===== src/hdl/hgep_queue.sv =====
// ----------------------------------------------------------------------------
// hgep_queue
// Two-entry queue that decouples the ports from the build engine.
// ----------------------------------------------------------------------------
`timescale 1ns / 1ps
`default_nettype none

module hgep_queue #(
  parameter int WIDTH = 8
) (
  input  logic             clk,
  input  logic             rst,
  input  logic             push,
  input  logic [WIDTH-1:0] din,
  output logic             full,
  input  logic             pop,
  output logic [WIDTH-1:0] dout,
  output logic             empty
);

  logic [WIDTH-1:0] mem [2];
  logic             wp;
  logic             rp;
  logic [1:0]       cnt;
  logic             do_push;
  logic             do_pop;

  assign full    = (cnt == 2'd2);
  assign empty   = (cnt == 2'd0);
  assign do_push = push && !full;
  assign do_pop  = pop && !empty;
  assign dout    = mem[rp];

  always_ff @(posedge clk) begin
    if (rst) begin
      wp  <= 1'b0;
      rp  <= 1'b0;
      cnt <= 2'd0;
    end else begin
      if (do_push) wp <= ~wp;
      if (do_pop) rp <= ~rp;
      if (do_push && !do_pop) cnt <= cnt + 2'd1;
      else if (do_pop && !do_push) cnt <= cnt - 2'd1;
    end
  end

  always_ff @(posedge clk) begin
    if (do_push) mem[wp] <= din;
  end

endmodule

`default_nettype wire


===== config.mk =====
export PLATFORM = sky130hd
export DESIGN_NAME = hgep_queue
export DESIGN_NICKNAME = d
export VERILOG_FILES = /design/src/hdl/hgep_queue.sv
export SDC_FILE = /design/constraint.sdc
export NUM_CORES = 1
export LEC_CHECK = 0
export BUFFER_PORTS_ARGS = -buffer_cell sky130_fd_sc_hd__buf_2
export CAP_MARGIN = 20
export CORE_MARGIN = 2
export CORE_UTILIZATION = 40
export CTS_BUF_LIST = sky130_fd_sc_hd__clkbuf_16
export CTS_CLUSTER_DIAMETER = 30
export DETAILED_ROUTE_END_ITERATION = 10
export HOLD_SLACK_MARGIN = 0.05
export PLACE_DENSITY = 0.65
export SLEW_MARGIN = 0
export SYNTH_ARGS = -nofsm -noshare
export SYNTH_HDL_FRONTEND = slang
export SYNTH_SLANG_ARGS = --single-unit

===== constraint.sdc =====
create_clock -name clk -period 1.8 [get_ports clk]
set_input_delay 0.18 -clock clk [delete_from_list [all_inputs] [get_ports clk]]
set_output_delay 0.18 -clock clk [all_outputs]
set_load 0.01 [all_outputs]

==> results of run 1 <==
-- flip-flops by register name, summed over array words and instances (netlist names), named ones only --
name / cells
wp: 1
rp: 1
cnt: 2
mem: 16
-- placed cells by master, fill, tap and decap left out, types with 3 or more instances in the layout --
cell       instances
buf_2             21
clkbuf_16          3
o21ai_0            3
nor2_1             5
dfxtp_1            5
inv_1              3
xor2_1             3
edfxtp_1          16
mux2_2             8
-- final cells by class --
class,instances,area share [%]
Sequential cell,21,57.71
Clock inverter,1,0.3731
Timing Repair Buffer,21,10.45
Tap cell,27,3.358
Inverter,2,0.7463
Clock buffer,3,7.463
Multi-Input combinational cell,26,19.90
-- final timing paths --
kind / slack [ps] / from / end / cells past startpoint
setup / recovery: 250 / cnt[0]$_SDFFE_PP0P_ / cnt[1]$_SDFFE_PP0P_ / 4
hold / removal: 120 / din[3] / mem[1][3]$_DFFE_PP_ / 1
setup reg to reg: 250 / cnt[0]$_SDFFE_PP0P_ / cnt[1]$_SDFFE_PP0P_ / 4
hold reg to reg: 490 / wp$_SDFFE_PP0P_ / wp$_SDFFE_PP0P_ / 2
-- per-layer routing --
metal	global-route usage, %	vias up	share of wire (%)
met5	0	-	0
met4	1.429	0	0
met3	3.395	0	6.2
met2	18.06	13	50
met1	11.45	221	43
li1	-	227	-
-- power groups by stage --
stage	Clock (mW)	Combinational (mW)	Sequential, mW
after floorplan	0	0.286	0.660
after global placement	0	0.375	0.690
after detailed placement	0	0.381	0.693
after CTS	0.451	0.384	0.684
after global routing	0.479	0.417	0.696
final	0.442	0.377	0.682
-- kinds of logic (layout without fill, tap and decap cells) --
kind of cell,count (synthesis),in the layout,share of synthesized area (%)
xor+xnor,3,3,3.313
fa+ha+maj,1,1,1.577
flops,21,21,73.19
simple gates,9,9,5.837
buf+inv,3,27,1.577
compound gates,5,5,3.154
mux,8,8,11.36
-- metrics by stage --
stage,setup slack [ps],hold slack [ps],instance area (um^2),power (mW)
floorplan,288.5,249.1,793.3,0.9454
global placement,301.1,369.0,927.1,1.065
detailed placement,263.1,374.1,927.1,1.074
CTS,244.2,119.6,1006,1.520
global route,126.7,119.7,1006,1.591
finish,254.1,122.8,1006,1.501
-- Yosys cell counts --
master    instances  area (um^2)
a21oi_1           2        10.01
dfxtp_1           5        100.1
mux2_2            8        90.09
nor2_1            5        18.77
ha_1              1        12.51
or3_1             2        12.51
nor2b_2           1        8.760
buf_2             1        5.000
and2_1            1        6.260
o21ai_0           3        15.01
edfxtp_1         16        480.5
inv_1             2        7.510
xor2_1            3        26.28
==> flow_summary.toml, run 1 <==
[critical_path]
critPathSlowestCell = "or3_1"
crit_path_max_incr_delay_ps = 380
critPathRequiredTime_ps = 1980
path_class = "reg -> reg"
worstPathCellList = "o21ai_0 -> ha_1 -> or3_1 -> a21oi_1"
worst_setup_path_end_kind = "flop"
crit_family = "compound AO/OA/AOI/OAI gates"
worstPathArrival_ps = 1720
path_buf_inv = 0
worstSetupStartpointType = "flop"
crit_fanout = 5

[floorplan]
dieArea_um2 = 2355
floorplan.core_area_um2 = 1922
rows = 16
initial_core_util_pct = 41.28
pin_count = 22
dieWidth_um = 48.53
die_h_um = 48.53

[sta]
hold_viol_final = 0
fmax_mhz = 646.9
fin_skew_ps = 4.276
tns_ps = 0
worstMarginPinSlew_ps = 365.6
slew_headroom_pct = 75.59
rsz0062_at_grt = "no"
layout_min_cycle_time_ps = 1546
drv_slew = 0
finalSetupViolCount = 0
period_share_pct = 85.88

[synthesis]
synth-seq-cells = 21
avgSynthCellArea_um2 = 15.87
synth_nets = 63
synth.distinct_cells = 13
syn_area_um2 = 793.3
seq_area_frac_synth_pct = 73.19
syn_inst = 50
yosysWarnings = 0

[clocking]
cts.path.max_buffers = 2
htree_levels = 1
cts_resized = 0
ctsHoldBuffers = 0
numCtsBuffers = 3
root_buffer = "clkbuf_16"
cts_tree = "yes"
clkTransAtPathRegs_ps = 50
numClockSinks = 21
postCtsSetupBuffers = 0
insertion_delay_ps = 250

[finish]
drive_gt1_share_pct = 44.59
nNetsFinal = 88
multi_input_area_um2 = 200.2
syn_to_final_growth_pct = 26.81
utilization_pct = 52.34
final_cells = 101
antennaDiodeCount = 0
nFillCells = 181
seqCellArea_um2 = 580.6

[pwr]
ir_drop_mv = 1.044
power.density_nw_per_um2 = 1492
combPwrFrac_pct = 25.1
p_seq_share_pct = 45.4
power.switching_uw = 396.2
clkPwrFrac_pct = 29.5
p_leak_nw = 0.4054
p_int_mw = 1.105
p_sw_share_pct = 26.39

[routing]
wire_per_inst_um = 11.12
first_iter_violations = 0
ant_nets = 0
first_pass_iters = 1
via_count = 461
drc = 0
routed_wl_um = 1123
viasPerCell = 4.564

[global_routing]
grt_pass1_vias = 454
grt-ovfl-total = 0
antenna_found_initial = 0
grt_pass1_wl_um = 1849
grt_usage_pct = 9.886
grt_max_degree = 12

[placed_design]
dp_cells = 97
port-buffer-count = 21
routabilityCongestion = 0.6843
dp_hpwl_um = 803.3

[flow_run]
cap_viol_max_count = 0

[status]
outcome = "finished, final reports clean"

[min_path]
hp-class = "in -> reg"
No activity file was read; power rests on OpenSTA's default activity.
==> run 2, diff against run 1 <==
--- a/config.mk
+++ b/config.mk
@@ -7,13 +7,15 @@
 export LEC_CHECK = 0
 export BUFFER_PORTS_ARGS = -buffer_cell sky130_fd_sc_hd__buf_2
 export CAP_MARGIN = 20
+export CELL_PAD_IN_SITES_DETAIL_PLACEMENT = 0
+export CELL_PAD_IN_SITES_GLOBAL_PLACEMENT = 1
 export CORE_MARGIN = 2
-export CORE_UTILIZATION = 40
+export CORE_UTILIZATION = 39
 export CTS_BUF_LIST = sky130_fd_sc_hd__clkbuf_16
 export CTS_CLUSTER_DIAMETER = 30
 export DETAILED_ROUTE_END_ITERATION = 10
 export HOLD_SLACK_MARGIN = 0.05
-export PLACE_DENSITY = 0.65
+export PLACE_DENSITY = 0.75
 export SLEW_MARGIN = 0
 export SYNTH_ARGS = -nofsm -noshare
 export SYNTH_HDL_FRONTEND = slang
==> run 2 against run 1 <==
Effect of this change: worst hold slack lost 1.9 ps; combinational power grew 2%; count of clock-buffer cells in the layout is the same; clock skew shrank 1.4 ps; first-iteration DRC count grew 4; final cell count is the same; largest cell class unchanged.
==> flow_summary.toml, run 2 (synthesis gave the netlist of run 1 again) <==
[critical_path]
critPathRequiredTime_ps = 1980
ff2ff_path_depth = 4
crit_path_max_incr_delay_ps = 380
worst_setup_path_end_kind = "flop"
path_class = "reg -> reg"
worstPathCellList = "o21ai_0 -> ha_1 -> or3_1 -> a21oi_1"
crit_fanout = 5
worstSetupStartpointType = "flop"
critPathSlowestCell = "or3_1"
worstPathArrival_ps = 1780

[finish]
reg_top3 = "mem (16), cnt (2)"
drive_gt1_share_pct = 44.59
regMostFlops = "mem"
final_cell_mix = "buf_2, edfxtp_1, mux2_2"
layout_commonest_cell = "buf_2"
multi_input_area_um2 = 200.2
largest_register_ffs = 16
syn_to_final_growth_pct = 26.81
antennaDiodeCount = 0
seqCellArea_um2 = 580.6
nNetsFinal = 88
nFillCells = 162

[sta]
period_share_pct = 89.39
tns_ps = 0
rsz0062_at_grt = "no"
drv_slew = 0
worstMarginPinSlew_ps = 378.0
hold-worst-slack_ps = 120.8
fmax_mhz = 621.5
fin_skew_ps = 2.903
finalSetupViolCount = 0
slew_headroom_pct = 74.80
hold_viol_final = 0
setup_slack_ps = 191.0
layout_min_cycle_time_ps = 1609

[clocking]
ctsHoldBuffers = 0
cts_tree = "yes"
insertion_delay_ps = 250
numClockSinks = 21
clkTransAtPathRegs_ps = 50
htree_levels = 1
numCtsBuffers = 3
root_buffer = "clkbuf_16"
cts.path.max_buffers = 2
postCtsSetupBuffers = 0
cts_resized = 0

[floorplan]
pin_count = 22
dieWidth_um = 49.10
rows = 16
dieArea_um2 = 2411
initial_core_util_pct = 40.85
floorplan.core_area_um2 = 1942
die_h_um = 49.10

[placed_design]
port-buffer-count = 21
dp_hpwl_um = 896
dp_slack_ps = 190.4
routabilityCongestion = 0.6185

[pwr]
p_leak_nw = 0.4054
power.switching_uw = 403.9
power.density_nw_per_um2 = 1500
p_int_mw = 1.105
ir_drop_mv = 0.7414
combPwrFrac_pct = 25.6
clkPwrFrac_pct = 29.2
p_sw_share_pct = 26.77
p_seq_share_pct = 45.2

[global_routing]
antenna_found_initial = 0
grt-ovfl-total = 0
grt_usage_pct = 11.70
grt_max_degree = 12
grt_pass1_vias = 486
grt_pass1_wl_um = 2090

[routing]
via_count = 456
first_iter_violations = 4
routed_wl_um = 1217
viasPerCell = 4.515
ant_nets = 0
drc = 0
first_pass_iters = 4
wire_per_inst_um = 12.05

[min_path]
whs_path_depth = 1
hp-class = "in -> reg"

[flow_run]
cap_viol_max_count = 0

[status]
outcome = "finished, final reports clean"
-- run 2: path summary, 6_finish.rpt --
kind	end	start	slack (ps)
setup / recovery	cnt[1]$_SDFFE_PP0P_	cnt[0]$_SDFFE_PP0P_	190
hold / removal	mem[0][5]$_DFFE_PP_	din[5]	120
hold reg to reg	wp$_SDFFE_PP0P_	wp$_SDFFE_PP0P_	490
setup reg to reg	cnt[1]$_SDFFE_PP0P_	cnt[0]$_SDFFE_PP0P_	190
-- run 2: area by class of cell --
type                            count  share of cell area (%)
Clock buffer                        3                   7.463
Clock inverter                      1                  0.3731
Inverter                            2                  0.7463
Multi-Input combinational cell     26                   19.90
Sequential cell                    21                   57.71
Tap cell                           27                   3.358
Timing Repair Buffer               21                   10.45
-- run 2: routing by layer --
layer | GRT usage [%] | up-vias | part of all wire (%) | wire (um)
met1 | 14.26 | 213 | 45 | 552
li1 | - | 229 | - | -
met2 | 18.47 | 14 | 49 | 597
met5 | 0 | - | 0 | 0
met3 | 3.067 | 0 | 5.5 | 67
met4 | 7.143 | 0 | 0 | 0
-- run 2: power by group through the flow --
stage | sequential [mW] | clock (mW) | combinational [mW]
after global placement | 0.690 | 0 | 0.376
after detailed placement | 0.694 | 0 | 0.387
after global routing | 0.697 | 0.478 | 0.423
final | 0.682 | 0.441 | 0.386
after CTS | 0.684 | 0.451 | 0.391
after floorplan | 0.660 | 0 | 0.286
-- run 2: through the flow --
stage | instances | power [mW] | util [%] | area, um^2
after detailed placement | 97 | 1.081 | 47.74 | 927.1
after global routing | 101 | 1.598 | 51.80 | 1006
after global placement | 97 | 1.066 | 47.74 | 927.1
after floorplan | 50 | 0.9454 | - | 793.3
after CTS | 101 | 1.526 | 51.80 | 1006
final | 101 | 1.509 | 51.80 | 1006
-- run 2: worst max-delay path, delay by kind of cell (launching register included) --
family	cells	cell delay, ps
compound gates	2	470
flops	1	360
fa+ha+maj	1	330
simple gates	1	380
